===== src/rtl/rrts_pkg.sv =====
// Shared types and constants for the round-robin task scheduler.
// Used by rrts_ctrl, rrts_dp and round_robin_task_scheduler; no dependencies.
package rrts_pkg;

  localparam int NumSlotsDef   = 5;
  localparam int QueueDepthDef = 8;

  localparam int PidW     = 23;
  localparam int PcW      = 16;
  localparam int OpnW     = 8;
  localparam int CntW     = 16;
  localparam int StW      = 2;
  localparam int DevW     = 2;
  localparam int ActW     = 3;
  localparam int SlotOutW = 3;
  localparam int NumRegs  = 5;
  localparam int CfgIdxW  = 3;

  localparam logic [StW-1:0] ST_READY   = 2'd0;
  localparam logic [StW-1:0] ST_RUNNING = 2'd1;
  localparam logic [StW-1:0] ST_BLOCKED = 2'd2;

  localparam logic [DevW-1:0] DEV_NONE = 2'd0;
  localparam logic [DevW-1:0] DEV_ONE  = 2'd1;
  localparam logic [DevW-1:0] DEV_TWO  = 2'd2;

  localparam logic [CntW-1:0] CNT_MAX = '1;

  typedef enum logic [1:0] {
    OP_TICK   = 2'd0,
    OP_DEV1   = 2'd1,
    OP_DEV2   = 2'd2,
    OP_REPORT = 2'd3
  } op_e;

  typedef enum logic [ActW-1:0] {
    ACT_NONE     = 3'd0,
    ACT_STOP     = 3'd1,
    ACT_CONTINUE = 3'd2,
    ACT_READY    = 3'd3,
    ACT_OVERFLOW = 3'd4
  } act_e;

  // which slot a result beat reports
  typedef enum logic [1:0] {
    SEL_NONE = 2'd0,
    SEL_STOP = 2'd1,
    SEL_IDX  = 2'd2
  } sel_e;

  typedef struct packed {
    logic load;
    logic tick_stop;
    logic scan_step;
    logic rep_commit;
    logic pop_read;
    logic pop_set;
    logic pop_commit;
    logic emit;
    act_e action;
    sel_e sel;
    logic last;
  } cmd_t;

  typedef struct packed {
    op_e  op;
    logic stopped;
    logic found;
    logic ovf;
    logic dev_req;
    logic q_empty;
    logic scan_hit;
    logic scan_last;
  } sts_t;

endpackage


===== src/rtl/rrts_ctrl.sv =====
// Sequencer of the round-robin task scheduler.
// Depends on rrts_pkg; drives rrts_dp through cmd_t and reads back sts_t.
module rrts_ctrl (
  input  logic          clk_i,
  input  logic          rst_ni,
  input  logic          start,
  output logic          busy,
  input  logic [1:0]    op_i,
  output rrts_pkg::cmd_t cmd_o,
  input  rrts_pkg::sts_t sts_i
);

  typedef enum logic [8:0] {
    S_IDLE   = 9'b000000001,
    S_TSTOP  = 9'b000000010,
    S_SCAN   = 9'b000000100,
    S_RCMT   = 9'b000001000,
    S_POPRD  = 9'b000010000,
    S_POPSET = 9'b000100000,
    S_POPCMT = 9'b001000000,
    S_EMIT1  = 9'b010000000,
    S_EMIT2  = 9'b100000000
  } state_e;

  state_e state_q, state_d;

  always_ff @(posedge clk_i or negedge rst_ni) begin
    if (!rst_ni) begin
      state_q <= S_IDLE;
    end else begin
      state_q <= state_d;
    end
  end

  assign busy = (state_q != S_IDLE);

  always_comb begin
    state_d = state_q;
    cmd_o   = '0;
    case (state_q)
      S_IDLE: begin
        if (start) begin
          cmd_o.load = 1'b1;
          state_d    = S_EMIT1;
        end
      end
      default: ;
    endcase
    case (state_q)
      S_IDLE: begin
        if (start) begin
          case (rrts_pkg::op_e'(op_i))
            rrts_pkg::OP_TICK:   state_d = S_TSTOP;
            rrts_pkg::OP_REPORT: state_d = S_SCAN;
            default:             state_d = S_POPRD;
          endcase
        end
      end
      S_TSTOP: begin
        cmd_o.tick_stop = 1'b1;
        state_d         = S_SCAN;
      end
      S_SCAN: begin
        cmd_o.scan_step = 1'b1;
        if (sts_i.scan_hit || sts_i.scan_last) begin
          if (sts_i.op == rrts_pkg::OP_REPORT && sts_i.scan_hit) begin
            state_d = S_RCMT;
          end else begin
            state_d = S_EMIT1;
          end
        end
      end
      S_RCMT: begin
        cmd_o.rep_commit = 1'b1;
        state_d          = S_EMIT1;
      end
      S_POPRD: begin
        if (sts_i.q_empty) begin
          state_d = S_EMIT1;
        end else begin
          cmd_o.pop_read = 1'b1;
          state_d        = S_POPSET;
        end
      end
      S_POPSET: begin
        cmd_o.pop_set = 1'b1;
        state_d       = S_POPCMT;
      end
      S_POPCMT: begin
        cmd_o.pop_commit = 1'b1;
        state_d          = S_EMIT1;
      end
      S_EMIT1: begin
        cmd_o.emit   = 1'b1;
        cmd_o.action = rrts_pkg::ACT_NONE;
        cmd_o.sel    = rrts_pkg::SEL_NONE;
        cmd_o.last   = 1'b1;
        state_d      = S_IDLE;
        case (sts_i.op)
          rrts_pkg::OP_TICK: begin
            if (sts_i.stopped) begin
              cmd_o.action = rrts_pkg::ACT_STOP;
              cmd_o.sel    = rrts_pkg::SEL_STOP;
              cmd_o.last   = !sts_i.found;
              if (sts_i.found) begin
                state_d = S_EMIT2;
              end
            end else if (sts_i.found) begin
              cmd_o.action = rrts_pkg::ACT_CONTINUE;
              cmd_o.sel    = rrts_pkg::SEL_IDX;
            end
          end
          rrts_pkg::OP_REPORT: begin
            if (sts_i.found && sts_i.dev_req) begin
              cmd_o.action = rrts_pkg::ACT_STOP;
              cmd_o.sel    = rrts_pkg::SEL_IDX;
              cmd_o.last   = !sts_i.ovf;
              if (sts_i.ovf) begin
                state_d = S_EMIT2;
              end
            end
          end
          default: begin
            if (sts_i.found) begin
              cmd_o.action = rrts_pkg::ACT_READY;
              cmd_o.sel    = rrts_pkg::SEL_IDX;
            end
          end
        endcase
      end
      S_EMIT2: begin
        cmd_o.emit = 1'b1;
        cmd_o.sel  = rrts_pkg::SEL_IDX;
        cmd_o.last = 1'b1;
        if (sts_i.op == rrts_pkg::OP_TICK) begin
          cmd_o.action = rrts_pkg::ACT_CONTINUE;
        end else begin
          cmd_o.action = rrts_pkg::ACT_OVERFLOW;
        end
        state_d = S_IDLE;
      end
      default: begin
        state_d = S_IDLE;
      end
    endcase
  end

endmodule


===== src/rtl/rrts_dp.sv =====
// Datapath of the round-robin task scheduler: slot table, scan pointer,
// device wait queues and result register. Depends on rrts_pkg; run by rrts_ctrl.
module rrts_dp #(
  parameter int NUM_SLOTS   = rrts_pkg::NumSlotsDef,
  parameter int QUEUE_DEPTH = rrts_pkg::QueueDepthDef
) (
  input  logic                             clk_i,
  input  logic                             rst_ni,
  input  logic                             cfg_we_i,
  input  logic [rrts_pkg::CfgIdxW-1:0]     cfg_idx_i,
  input  logic [rrts_pkg::PidW-1:0]        cfg_data_i,
  input  logic [1:0]                       op_i,
  input  logic [rrts_pkg::PidW-1:0]        task_pid_i,
  input  logic [rrts_pkg::PcW-1:0]         task_pc_i,
  input  logic [rrts_pkg::DevW-1:0]        task_device_i,
  input  logic [rrts_pkg::StW-1:0]         task_state_i,
  input  logic [rrts_pkg::OpnW-1:0]        task_operation_i,
  input  rrts_pkg::cmd_t                   cmd_i,
  output rrts_pkg::sts_t                   sts_o,
  output logic                             result_valid_o,
  output logic [rrts_pkg::ActW-1:0]        action_o,
  output logic [rrts_pkg::SlotOutW-1:0]    slot_o,
  output logic [rrts_pkg::PidW-1:0]        slot_pid_o,
  output logic                             last_o
);

  localparam int SlotW = (NUM_SLOTS > 1) ? $clog2(NUM_SLOTS) : 1;
  localparam int QPtrW = (QUEUE_DEPTH > 1) ? $clog2(QUEUE_DEPTH) : 1;
  localparam int QCntW = $clog2(QUEUE_DEPTH + 1);
  localparam logic [SlotW-1:0] LastSlot = SlotW'(NUM_SLOTS - 1);
  localparam logic [QPtrW-1:0] LastPtr  = QPtrW'(QUEUE_DEPTH - 1);
  localparam logic [QCntW-1:0] FullCnt  = QCntW'(QUEUE_DEPTH);
  localparam logic [QCntW:0]   DepthX   = (QCntW + 1)'(QUEUE_DEPTH);

  // slot table
  logic [rrts_pkg::PidW-1:0] pid_q  [NUM_SLOTS];
  logic [rrts_pkg::StW-1:0]  st_q   [NUM_SLOTS];
  logic [rrts_pkg::DevW-1:0] dev_q  [NUM_SLOTS];
  logic [rrts_pkg::PcW-1:0]  pc_q   [NUM_SLOTS];
  logic [rrts_pkg::OpnW-1:0] opn_q  [NUM_SLOTS];
  logic [rrts_pkg::CntW-1:0] cnt1_q [NUM_SLOTS];
  logic [rrts_pkg::CntW-1:0] cnt2_q [NUM_SLOTS];

  // latched input beat
  rrts_pkg::op_e             op_q;
  logic [rrts_pkg::PidW-1:0] tpid_q;
  logic [rrts_pkg::PcW-1:0]  tpc_q;
  logic [rrts_pkg::DevW-1:0] tdev_q;
  logic [rrts_pkg::StW-1:0]  tst_q;
  logic [rrts_pkg::OpnW-1:0] topn_q;

  logic [SlotW-1:0]          cur_q;
  logic                      cur_vld_q;
  logic [SlotW-1:0]          idx_q;
  logic [SlotW-1:0]          scnt_q;
  logic                      found_q;
  logic                      stopped_q;
  logic                      ovf_q;
  logic [SlotW-1:0]          stop_slot_q;
  logic [rrts_pkg::PidW-1:0] stop_pid_q;

  // wait queues
  logic [SlotW-1:0] q1_mem [QUEUE_DEPTH];
  logic [SlotW-1:0] q2_mem [QUEUE_DEPTH];
  logic [QPtrW-1:0] head_q [2];
  logic [QCntW-1:0] qcnt_q [2];
  logic [SlotW-1:0] rdata_q;

  logic                      res_valid_q;
  logic [rrts_pkg::ActW-1:0] res_act_q;
  logic [SlotW-1:0]          res_slot_q;
  logic [rrts_pkg::PidW-1:0] res_pid_q;
  logic                      res_last_q;

  logic [SlotW-1:0]          idx_next;
  logic                      hit;
  logic                      qsel_pop;
  logic                      qsel_push;
  logic                      push_full;
  logic [QCntW:0]            push_sum;
  logic [QPtrW-1:0]          push_addr;
  logic                      push_en;

  assign idx_next = (idx_q == LastSlot) ? '0 : idx_q + 1'b1;
  assign hit = (op_q == rrts_pkg::OP_TICK) ? (st_q[idx_q] == rrts_pkg::ST_READY)
                                           : (pid_q[idx_q] == tpid_q);

  assign qsel_pop  = (op_q == rrts_pkg::OP_DEV2);
  assign qsel_push = (tdev_q == rrts_pkg::DEV_TWO);
  assign push_full = (qcnt_q[qsel_push] == FullCnt);
  assign push_sum  = (QCntW + 1)'(head_q[qsel_push]) + (QCntW + 1)'(qcnt_q[qsel_push]);
  assign push_addr = (push_sum >= DepthX) ? QPtrW'(push_sum - DepthX) : QPtrW'(push_sum);
  assign push_en   = cmd_i.rep_commit && (tdev_q != rrts_pkg::DEV_NONE) && !push_full;

  always_comb begin
    sts_o           = '0;
    sts_o.op        = op_q;
    sts_o.stopped   = stopped_q;
    sts_o.found     = found_q;
    sts_o.ovf       = ovf_q;
    sts_o.dev_req   = (tdev_q != rrts_pkg::DEV_NONE);
    sts_o.q_empty   = (qcnt_q[qsel_pop] == '0);
    sts_o.scan_hit  = hit;
    sts_o.scan_last = (scnt_q == LastSlot);
  end

  always_ff @(posedge clk_i or negedge rst_ni) begin
    if (!rst_ni) begin
      for (int i = 0; i < NUM_SLOTS; i++) begin
        pid_q[i]  <= '0;
        st_q[i]   <= rrts_pkg::ST_READY;
        dev_q[i]  <= rrts_pkg::DEV_NONE;
        pc_q[i]   <= '0;
        opn_q[i]  <= '0;
        cnt1_q[i] <= '0;
        cnt2_q[i] <= '0;
      end
      cur_q     <= '0;
      cur_vld_q <= 1'b0;
      idx_q     <= '0;
      scnt_q    <= '0;
      found_q   <= 1'b0;
      stopped_q <= 1'b0;
      ovf_q     <= 1'b0;
      op_q      <= rrts_pkg::OP_TICK;
      tdev_q    <= rrts_pkg::DEV_NONE;
      for (int q = 0; q < 2; q++) begin
        head_q[q] <= '0;
        qcnt_q[q] <= '0;
      end
    end else begin
      if (cfg_we_i) begin
        for (int i = 0; i < NUM_SLOTS; i++) begin
          if (i < rrts_pkg::NumRegs && int'(cfg_idx_i) == i) begin
            pid_q[i] <= cfg_data_i;
          end
        end
      end

      if (cmd_i.load) begin
        op_q      <= rrts_pkg::op_e'(op_i);
        tdev_q    <= (task_device_i == 2'd3) ? rrts_pkg::DEV_TWO : task_device_i;
        idx_q     <= (rrts_pkg::op_e'(op_i) == rrts_pkg::OP_TICK && cur_vld_q) ? cur_q : '0;
        scnt_q    <= '0;
        found_q   <= 1'b0;
        stopped_q <= 1'b0;
        ovf_q     <= 1'b0;
      end

      if (cmd_i.tick_stop) begin
        if (cur_vld_q) begin
          idx_q <= idx_next;
          if (st_q[idx_q] == rrts_pkg::ST_RUNNING) begin
            stopped_q   <= 1'b1;
            st_q[idx_q] <= rrts_pkg::ST_READY;
          end
        end
      end

      if (cmd_i.scan_step) begin
        if (hit) begin
          found_q <= 1'b1;
          if (op_q == rrts_pkg::OP_TICK) begin
            st_q[idx_q] <= rrts_pkg::ST_RUNNING;
            cur_q       <= idx_q;
            cur_vld_q   <= 1'b1;
          end
        end else begin
          idx_q  <= idx_next;
          scnt_q <= scnt_q + 1'b1;
        end
      end

      if (cmd_i.rep_commit) begin
        dev_q[idx_q] <= tdev_q;
        pc_q[idx_q]  <= tpc_q;
        st_q[idx_q]  <= tst_q;
        opn_q[idx_q] <= topn_q;
        if (tdev_q == rrts_pkg::DEV_ONE && cnt1_q[idx_q] != rrts_pkg::CNT_MAX) begin
          cnt1_q[idx_q] <= cnt1_q[idx_q] + 1'b1;
        end
        if (tdev_q == rrts_pkg::DEV_TWO && cnt2_q[idx_q] != rrts_pkg::CNT_MAX) begin
          cnt2_q[idx_q] <= cnt2_q[idx_q] + 1'b1;
        end
        if (tdev_q != rrts_pkg::DEV_NONE) begin
          if (push_full) begin
            ovf_q <= 1'b1;
          end else begin
            qcnt_q[qsel_push] <= qcnt_q[qsel_push] + 1'b1;
          end
        end
      end

      if (cmd_i.pop_read) begin
        head_q[qsel_pop] <= (head_q[qsel_pop] == LastPtr) ? '0 : head_q[qsel_pop] + 1'b1;
        qcnt_q[qsel_pop] <= qcnt_q[qsel_pop] - 1'b1;
      end

      if (cmd_i.pop_set) begin
        idx_q <= rdata_q;
      end

      if (cmd_i.pop_commit) begin
        st_q[idx_q]  <= rrts_pkg::ST_READY;
        dev_q[idx_q] <= rrts_pkg::DEV_NONE;
        opn_q[idx_q] <= '0;
        found_q      <= 1'b1;
      end
    end
  end

  // payload of the input beat, and the slot index and pid seen at a tick's stop check
  always_ff @(posedge clk_i) begin
    if (cmd_i.load) begin
      tpid_q <= task_pid_i;
      tpc_q  <= task_pc_i;
      tst_q  <= (task_state_i == 2'd3) ? rrts_pkg::ST_BLOCKED : task_state_i;
      topn_q <= task_operation_i;
    end
    if (cmd_i.tick_stop) begin
      stop_slot_q <= idx_q;
      stop_pid_q  <= pid_q[idx_q];
    end
  end

  always_ff @(posedge clk_i) begin
    if (push_en && !qsel_push) begin
      q1_mem[push_addr] <= idx_q;
    end
  end

  always_ff @(posedge clk_i) begin
    if (push_en && qsel_push) begin
      q2_mem[push_addr] <= idx_q;
    end
  end

  always_ff @(posedge clk_i) begin
    if (cmd_i.pop_read) begin
      rdata_q <= qsel_pop ? q2_mem[head_q[1]] : q1_mem[head_q[0]];
    end
  end

  // result register
  always_ff @(posedge clk_i or negedge rst_ni) begin
    if (!rst_ni) begin
      res_valid_q <= 1'b0;
    end else begin
      res_valid_q <= cmd_i.emit;
    end
  end

  always_ff @(posedge clk_i) begin
    if (cmd_i.emit) begin
      res_act_q  <= cmd_i.action;
      res_last_q <= cmd_i.last;
      case (cmd_i.sel)
        rrts_pkg::SEL_STOP: begin
          res_slot_q <= stop_slot_q;
          res_pid_q  <= stop_pid_q;
        end
        rrts_pkg::SEL_IDX: begin
          res_slot_q <= idx_q;
          res_pid_q  <= pid_q[idx_q];
        end
        default: begin
          res_slot_q <= '0;
          res_pid_q  <= '0;
        end
      endcase
    end
  end

  assign result_valid_o = res_valid_q;
  assign action_o       = res_act_q;
  assign slot_o         = rrts_pkg::SlotOutW'(res_slot_q);
  assign slot_pid_o     = res_pid_q;
  assign last_o         = res_last_q;

endmodule


===== src/rtl/round_robin_task_scheduler.sv =====
// Round-robin task scheduler: five-slot (NUM_SLOTS) scheduler with two
// device wait queues. Depends on rrts_pkg, rrts_ctrl and rrts_dp.
//
// Usage:
//   An event beat is taken at a rising edge with start high and busy low;
//   op_i selects time-slice tick, device one done, device two done or task
//   report, and the task_* ports carry the report fields.
//   Each event gives one or two result beats on action_o, slot_o, slot_pid_o,
//   each shown for one cycle with result_valid_o high; last_o marks the final
//   beat of the event. An event with no effect gives one beat with action none.
//   The receiver cannot hold results off; the block never waits on it.
//   Slot process ids are written through cfg_we_i/cfg_idx_i/cfg_data_i, register i for
//   slot i; the user writes them only while busy is low, as the block does not enforce it.
// Timing:
//   One event at a time. A tick or report walks the slot table one slot per
//   cycle; a device-done event pops its queue (the queue memory read is
//   registered), then marks the popped slot ready.
//   busy drops while the last result beat is on the ports.
// Reset: all slots ready with zero fields, no current slot, queues empty, pids zero.
module round_robin_task_scheduler #(
  parameter int NUM_SLOTS   = rrts_pkg::NumSlotsDef,
  parameter int QUEUE_DEPTH = rrts_pkg::QueueDepthDef
) (
  input  logic                          clk_i,
  input  logic                          rst_ni,
  input  logic                          cfg_we_i,
  input  logic [rrts_pkg::CfgIdxW-1:0]  cfg_idx_i,
  input  logic [rrts_pkg::PidW-1:0]     cfg_data_i,
  input  logic                          start,
  output logic                          busy,
  input  logic [1:0]                    op_i,
  input  logic [rrts_pkg::PidW-1:0]     task_pid_i,
  input  logic [rrts_pkg::PcW-1:0]      task_pc_i,
  input  logic [rrts_pkg::DevW-1:0]     task_device_i,
  input  logic [rrts_pkg::StW-1:0]      task_state_i,
  input  logic [rrts_pkg::OpnW-1:0]     task_operation_i,
  output logic                          result_valid_o,
  output logic [rrts_pkg::ActW-1:0]     action_o,
  output logic [rrts_pkg::SlotOutW-1:0] slot_o,
  output logic [rrts_pkg::PidW-1:0]     slot_pid_o,
  output logic                          last_o
);

  rrts_pkg::cmd_t cmd;
  rrts_pkg::sts_t sts;

  rrts_ctrl u_ctrl (
    .clk_i  (clk_i),
    .rst_ni (rst_ni),
    .start  (start),
    .busy   (busy),
    .op_i   (op_i),
    .cmd_o  (cmd),
    .sts_i  (sts)
  );

  rrts_dp #(
    .NUM_SLOTS   (NUM_SLOTS),
    .QUEUE_DEPTH (QUEUE_DEPTH)
  ) u_dp (
    .clk_i            (clk_i),
    .rst_ni           (rst_ni),
    .cfg_we_i         (cfg_we_i),
    .cfg_idx_i        (cfg_idx_i),
    .cfg_data_i       (cfg_data_i),
    .op_i             (op_i),
    .task_pid_i       (task_pid_i),
    .task_pc_i        (task_pc_i),
    .task_device_i    (task_device_i),
    .task_state_i     (task_state_i),
    .task_operation_i (task_operation_i),
    .cmd_i            (cmd),
    .sts_o            (sts),
    .result_valid_o   (result_valid_o),
    .action_o         (action_o),
    .slot_o           (slot_o),
    .slot_pid_o       (slot_pid_o),
    .last_o           (last_o)
  );

endmodule

===== config.mk =====
export PLATFORM = sky130hd
export DESIGN_NAME = round_robin_task_scheduler
export DESIGN_NICKNAME = d
export VERILOG_FILES = /design/src/rtl/rrts_pkg.sv /design/src/rtl/rrts_ctrl.sv /design/src/rtl/rrts_dp.sv /design/src/rtl/round_robin_task_scheduler.sv
export SDC_FILE = /design/constraint.sdc
export NUM_CORES = 1
export LEC_CHECK = 0
export BUFFER_PORTS_ARGS = -buffer_cell sky130_fd_sc_hd__buf_4
export CORE_UTILIZATION = 30
export CTS_CLUSTER_DIAMETER = 100
export DETAILED_ROUTE_END_ITERATION = 10
export PLACE_DENSITY = 0.52
export SYNTH_ARGS = -nofsm -noshare
export SYNTH_HDL_FRONTEND = slang
export SYNTH_SLANG_ARGS = --single-unit

===== constraint.sdc =====
create_clock -name clk_i -period 7.8 [get_ports clk_i]
set_clock_uncertainty 0.15 [all_clocks]
set_input_delay 0.39 -clock clk_i [delete_from_list [all_inputs] [get_ports clk_i]]
set_output_delay 0.39 -clock clk_i [all_outputs]
set_load 0.01 [all_outputs]

# [Yosys cells after proc, flatten, opt, wreduce, memory -nomap -nowiden]
# Memory sizes are Yosys's and may differ from the RTL's.
# Cells that the tools add are included.
# W data, S select, Z words.
[op_classes] addsub=7 magnitude_cmp=7 n_eq_ne=30 n_mux=105 bitwise_logic=9 reduce_logical=29
[op_table] op="$mux W10" count=8
[op_table] op="$bmux W23 S3" count=1
[op_table] op="$mux W3" count=22
[op_table] op="$pmux W9 S7" count=1
[op_table] op="$mux W9" count=6
[op_table] op="$mux W4" count=12
[op_table] op="$mux W8" count=6
[op_table] op="$mux W23" count=2
[op_table] op="$pmux W23 S2" count=1
[op_table] op="$mux W1" count=27
[op_table] op="$eq A23 B23 Y1" count=1
[op_table] op="$and A10 B10 Y10" count=2
[op_table] op="$pmux W5 S2" count=2
[op_table] op="$eq A3 B3 Y1 const B" count=6
[op_table] op="$pmux W9 S2" count=1
[op_table] op="$bwmux W8" count=2
[op_table] op="$eq A2 B2 Y1 const B" count=7
[op_table] op="$pmux W7 S2" count=1
[op_table] op="$reduce_and A2 Y1" count=6
[op_table] op="$bwmux W10" count=1
[op_table] op="$logic_and A1 B1 Y1" count=10
[op_table] op="$not A10 Y10" count=1
[op_table] op="$add A3 B1 Y3 const B" count=3
[op_table] op="$eq A9 B1 Y1 const B" count=1
[op_table] op="44 further kinds" count=57
[word_totals] regBits=250 mem_bits_rw=48 in_bits=83 out_inout_bits=32 word_cells=223 n_memories=2
[memory_table] name="u_dp.q1_mem" depth=8 width=3 rd=1 rd_clocked_by_memory_dff=0 wr=1 line_no="rrts_dp.sv:63" source="logic [SlotW-1:0] q1_mem [QUEUE_DEPTH];"
[memory_table] name="u_dp.q2_mem" depth=8 width=3 rd=1 rd_clocked_by_memory_dff=0 wr=1 line_no="rrts_dp.sv:64" source="logic [SlotW-1:0] q2_mem [QUEUE_DEPTH];"

# [Longest topological paths before layout]
[logic_depth] depth_word=18 depth_mapped=13 ltp_nobuf=11

# [Modules after synthesis]
# From an unflattened synthesis, not the netlist that was laid out.
[unflattened] cells_unflattened=1039 hier_area_um2=13870.8
[modules_own_cells] mod="rrts_dp" instances=1 cells_per_inst=947 area_per_inst_um2=13082.5 seq_area_each_um2=7892.6
[modules_own_cells] mod="rrts_ctrl" instances=1 cells_per_inst=92 area_per_inst_um2=788.3 seq_area_each_um2=226.5

# [Least setup slack after synthesis]
# No wires, ideal clock.
[synth_path] path_type="register to register" startpoint="register u_ctrl.state_q[7]" endpoint="register u_dp.st_q[2] (netlist name)" setup_time_ns=0.135 arrival_time_ns=4.151 required_ns=7.515 setup_slack_ns=3.364 path_stages_with_launch=9 path_buffers=0 period_less_slack_ns=4.436 path_cell_list="dfrtp_1 -> nor3_1 -> nand3_1 -> nor3b_1 -> nand2_1 -> nor3b_1 -> nor2_1 -> o21ai_0 -> o21ai_0"
[synth_via] elab_chain_len=11 elab_cells_between_ends=17 classes_between="eq/ne (4); mux (11); bitwise (2)"
[synth_lines] element="start, declared" line_no="rrts_ctrl.sv:25" source="state_e state_q, state_d;"
[synth_lines] element="start signal, assigned" line_no="rrts_ctrl.sv:31" source="state_q <= state_d;"
[synth_lines] element="$eq A9 B2 Y1" line_no="rrts_ctrl.sv:49" source="case (state_q)"
[synth_lines] element="$mux W1" line_no="rrts_ctrl.sv:49"
[synth_lines] element="$mux W10" line_no="rrts_dp.sv:150" source="if (cmd_i.tick_stop) begin"
[synth_lines] element="$or A5 B5 Y5 (no source line)"
[synth_lines] element="$mux W10" line_no="rrts_dp.sv:163" source="if (op_q == rrts_pkg::OP_TICK) begin"
[synth_lines] element="$mux W10" line_no="rrts_dp.sv:161" source="if (hit) begin"
[synth_lines] element="$mux W10" line_no="rrts_dp.sv:160" source="if (cmd_i.scan_step) begin"
[synth_lines] element="$bwmux W10" line_no="rrts_dp.sv:177" source="st_q[idx_q] <= tst_q;"
[synth_lines] element="$mux W10" line_no="rrts_dp.sv:174" source="if (cmd_i.rep_commit) begin"
[synth_lines] element="$and A10 B10 Y10 (no source line)"
[synth_lines] element="$mux W10 (*)" line_no="rrts_dp.sv:203" source="if (cmd_i.pop_commit) begin"
[synth_lines] element="end signal, assigned by index" line_no="rrts_dp.sv:164" source="st_q[idx_q] <= rrts_pkg::ST_RUNNING;"
[synth_lines] element="end signal, assigned by index" line_no="rrts_dp.sv:177"
[synth_lines] element="end signal, assigned by index" line_no="rrts_dp.sv:204" source="st_q[idx_q] <= rrts_pkg::ST_READY;"
[synth_lines] element="end, declared" line_no="rrts_dp.sv:37" source="logic [rrts_pkg::StW-1:0] st_q [NUM_SLOTS];"
# Every way passes the cells marked *; elsewhere a longest branch is shown, timed or not.
# A chain may end at the register's enable or synchronous reset.

# [Worst setup path after layout]
[layout_path] startpoint="register u_dp.idx_q[2]" endpoint="register u_dp.idx_q[0]"
[layout_via] elab_chain_len=9 elab_cells_between_ends=17 classes_between="eq/ne (2); mux (13); bitwise (1); reduce/logical (1)"
[layout_lines] element="start, declared" line_no="rrts_dp.sv:54" source="logic [SlotW-1:0] idx_q;"
[layout_lines] element="start signal, assigned" line_no="rrts_dp.sv:143" source="idx_q <= (rrts_pkg::op_e'(op_i) == rrts_pkg::OP_TICK && cur_vld_q) ? cur_q : '0;"
[layout_lines] element="start signal, assigned" line_no="rrts_dp.sv:152" source="idx_q <= idx_next;"
[layout_lines] element="start signal, assigned" line_no="rrts_dp.sv:169" source="idx_q <= idx_next;"
[layout_lines] element="$not A3 Y4 (not written as such)" line_no="rrts_dp.sv:85, rrts_dp.sv:86"
[layout_lines] element="$bmux W23 S3 / $bmux W2 S3 (equally long branches)" line_no="rrts_dp.sv:86, rrts_dp.sv:85"
[layout_lines] element="$mux W23 (not written as such) / $mux W2 (equally long branches) (2 in series)" line_no="rrts_dp.sv:86, rrts_dp.sv:85"
[layout_lines] element="$eq A23 B23 Y1 / $logic_not A2 Y1 (equally long branches)" line_no="rrts_dp.sv:86, rrts_dp.sv:85"
[layout_lines] element="$mux W1" line_no="rrts_dp.sv:85" source="assign hit = (op_q == rrts_pkg::OP_TICK) ? (st_q[idx_q] == rrts_pkg::ST_READY)"
[layout_lines] element="$mux W3" line_no="rrts_dp.sv:161"
[layout_lines] element="$mux W3 (*)" line_no="rrts_dp.sv:160"
[layout_lines] element="$mux W3 (*)" line_no="rrts_dp.sv:199" source="if (cmd_i.pop_set) begin"
# Every way passes the cells marked *; elsewhere a longest branch is shown, timed or not. The select of a mux whose other input is x is not followed.

==> out/summary.txt <==
Status - finished, final reports clean
Die X - 217 um
Synth top area cells - dfrtp_1, edfxtp_1, mux2_2
# setup viols final - 0
CTS tree - built
F_max - 0.219 GHz
Minimum clock period - 4.57 ns
Pre-Repair DR Iteration Count - 5
GRT overflow - 0
Die area - 0.0471 mm^2
Multiplexer area fraction after synthesis - 0.166
GRT Util Overall - 0.150
First-pass GRT wire length - 54900 um
Nets - 1296
CP max FO - 55
Vias per cell - 4.94
Syn avg cell area - 13.1 um^2
Reg power frac - 0.415
Cell family with most CP delay - simple AND/OR/NAND/NOR gates
Clock network power share - 0.312
Unique masters post-synth - 71
Post-Syn Instances - 1060
Max-slew violations - 0
Sequential share of the synthesized area - 0.586
Critical Path RT - 8.04 ns
Initial antenna violation count - 2
Pint - 3.49 mW
Gp weighted congestion - 0.811
Post-detail-place hpwl - 22800 um
Leak Pwr - 6.57 nW
DRT iter0 DRCs - 475
EDFF count, synth - 132
I/O Buffers - 90
Vias in the first global route - 9385
Htree depth - 2
Setup crit end kind - flop
Switching Fraction - 0.319
Simple-Gate Fraction of Synth Area - 0.105
Slowest cell on crit path - dfrtp_2
Setup TNS - 0 ns
Async S/R FF share, synth - 0.557
P_sw - 1.64 mW
Largest net degree at the start of global routing - 99
Synth Register Bits - 298
Antenna-violating nets left - 0
Filler cell count in the final layout - 4477
Core area - 0.0455 mm^2
Final hold vios - 0
Arr. time, crit path - 4.81 ns
Synth top area share - 0.298
Routed wire length - 34500 um
Synth Flop Type - dfrtp_1
Crit-path max cell delay - 0.75 ns
Startpoint Class - flop
Clock transition at the registers of the reported paths - 0.06 ns
Non-filler cells, final - 1825
Maximum vdd drop - 0.154 mV
Avg WL per Cell - 18.9 um
Pwr Density - 305 mW/mm^2
Combinational power share - 0.273
Area growth, synth to finish - 21.2%
Total clock buffers created by CTS - 35
Worst path bufs/invs - 1
Maximum clock path buffer count - 3
Share of cells above drive strength 1 - 0.285
Worst slew margin - 0.343
Count of synthesis-stage warnings from yosys - 0
I/O pins - 115
DRC viols - 0
Inst Count DP - 1710
Slew at the pin with the worst max-slew slack - 0.985 ns
Post-CTS setup buffer count - 0
Max-cap violations - 0
WS Path Type - flop to flop
Mapped cell area - 0.0139 mm^2
XOR/XNOR Fraction of Synth Area - 0.0133
Via count - 9021
# rows - 78
Clk Latency, worst-skew pair - 0.53 ns
RSZ-0062 raised after global routing - no
Period utilization - 0.586
Die height - 217 um
Compound-cell area share of the yosys netlist - 0.0883
Largest family of logic cells by synthesized area - multiplexers
Post-synthesis adder-cell area fraction - 0.0159
Starting Density - 0.305
Yosys top cell by area - dfrtp_1
Root buffer cell - clkbuf_16
Syn nets - 1160
Clock Sinks - 298
Min-delay worst type - input pin to flop
Worst path cell trace - buf_4 > nand2b_1 > o2bb2ai_1 > or3_1 > a221o_1 > or4b_4 > o31ai_4 > mux2_4 > o221a_2
==> synthesized netlist by cell type, types with 4 or more instances <==
master,instances
buf_1,4
dfrtp_1,165
ha_1,16
buf_2,12
o21ai_0,43
and3_1,17
o221ai_1,5
mux2_2,148
and3b_1,14
nor3_1,9
nor4b_1,4
a211o_1,4
nor2_1,72
edfxtp_1,132
o22ai_1,5
a211oi_1,4
a221o_1,7
or2_2,8
nor2b_1,12
nand4_1,4
xor2_1,8
nor3b_1,9
xnor2_1,13
clkbuf_1,31
mux4_2,12
buf_4,5
nand3b_1,16
nand2_1,57
mux2i_1,28
a22oi_1,35
a21oi_1,33
a32oi_1,4
a21o_1,7
nand3_1,21
nand2b_1,5
inv_1,24
or3_1,6
and2_1,8
==> cell type report <==
type                            count  area [um^2]  share of cell area
Timing Repair Buffer              154         1280              0.0763
Sequential cell                   298         8120               0.483
Tap cell                          600          751              0.0447
Antenna cell                        2         5.00            0.000298
Inverter                           24         90.1             0.00536
Multi-Input combinational cell    683         5410               0.322
Clock buffer                       47         1010              0.0603
Clock inverter                     17          125             0.00745
==> power groups by stage <==
stage	clock (mW)	combinational (mW)	sequential, mW
after floorplan	0	0.978	2.09
after global placement	0	1.38	2.16
after detailed placement	0	1.39	2.16
after CTS	1.65	1.42	2.13
after global routing	1.71	1.54	2.17
final	1.60	1.40	2.13
==> layer usage <==
layer | global-route usage | share of wire
met1 | 0.207 | 0.48
met2 | 0.248 | 0.48
met3 | 0.0212 | 0.029
met4 | 0.0357 | 0.017
met5 | 0 | 0
==> what timing repair did <==
item | 4_1_cts | 5_1_grt
endpoints found under the setup margin | 0 | 0
hold buffers | 49 | 0
hold endpoints to repair | 232 | 0
resized for setup | 0 | 0
==> flip-flops by register name (all words and copies together) (netlist names), 6 cells and up <==
signal	count
u_ctrl.state_q	9
u_dp.q1_mem	24
u_dp.head_q	6
u_dp.qcnt_q	8
u_dp.stop_pid_q	23
u_dp.tpid_q	23
u_dp.st_q	10
u_dp.slot_pid_o	23
u_dp.pid_q	115
u_dp.q2_mem	24
==> stage by stage <==
step / setup WS [ns] / hold slack, ns / area (um^2) / util / power, mW
after CTS: 3.22 / 0.000745 / 16800 / 0.369 / 5.20
after global routing: 3.07 / 0.0154 / 16800 / 0.369 / 5.42
after global placement: 3.25 / 0.332 / 15200 / 0.334 / 3.53
final: 3.23 / 0.0314 / 16800 / 0.369 / 5.13
after detailed placement: 3.22 / 0.332 / 15200 / 0.334 / 3.55
after floorplan: 3.36 / -0.0556 / 13900 / - / 3.07
==> cells by family after synthesis <==
family                     count (synthesis)
AOI/OAI and AO/OA                        178
and+or+nand+nor                          273
muxes                                    194
DFF                                      298
adders and majority gates                 17
buffers and inverters                     79
xor gates and xnor gates                  21
==> cells in the final DEF (no fill, tap or decap), types with 24 or more instances in the layout <==
| master | Yosys | routed |
|---|---|---|
| dfrtp_1 | 165 | 162 |
| mux2_2 | 148 | 148 |
| edfxtp_1 | 132 | 132 |
| buf_4 | 5 | 104 |
| nor2_1 | 72 | 71 |
| nand2_1 | 57 | 57 |
| dlygate4sd3_1 | 0 | 49 |
| o21ai_0 | 43 | 43 |
| clkbuf_16 | 0 | 37 |
| a22oi_1 | 35 | 35 |
| a21oi_1 | 33 | 33 |
| mux2i_1 | 28 | 28 |
| inv_1 | 24 | 24 |
==> path summary, 6_finish.rpt <==
path	start	endpoint	slack [ns]	cells past startpoint
setup / recovery	u_dp.idx_q[2]	u_dp.idx_q[0]	3.23	9
hold / removal	cfg_data_i[22]	u_dp.pid_q[91]	0.03	2
setup reg to reg	u_dp.idx_q[2]	u_dp.idx_q[0]	3.23	9
hold reg to reg	u_dp.scnt_q[2]	u_dp.scnt_q[2]	0.34	1
max in group asynchronous	rst_ni	u_dp.idx_q[0]	5.49	3
min in group asynchronous	rst_ni	u_dp.pid_q[35]	0.36	2
Note: power is estimated with default switching activity, not from simulation.
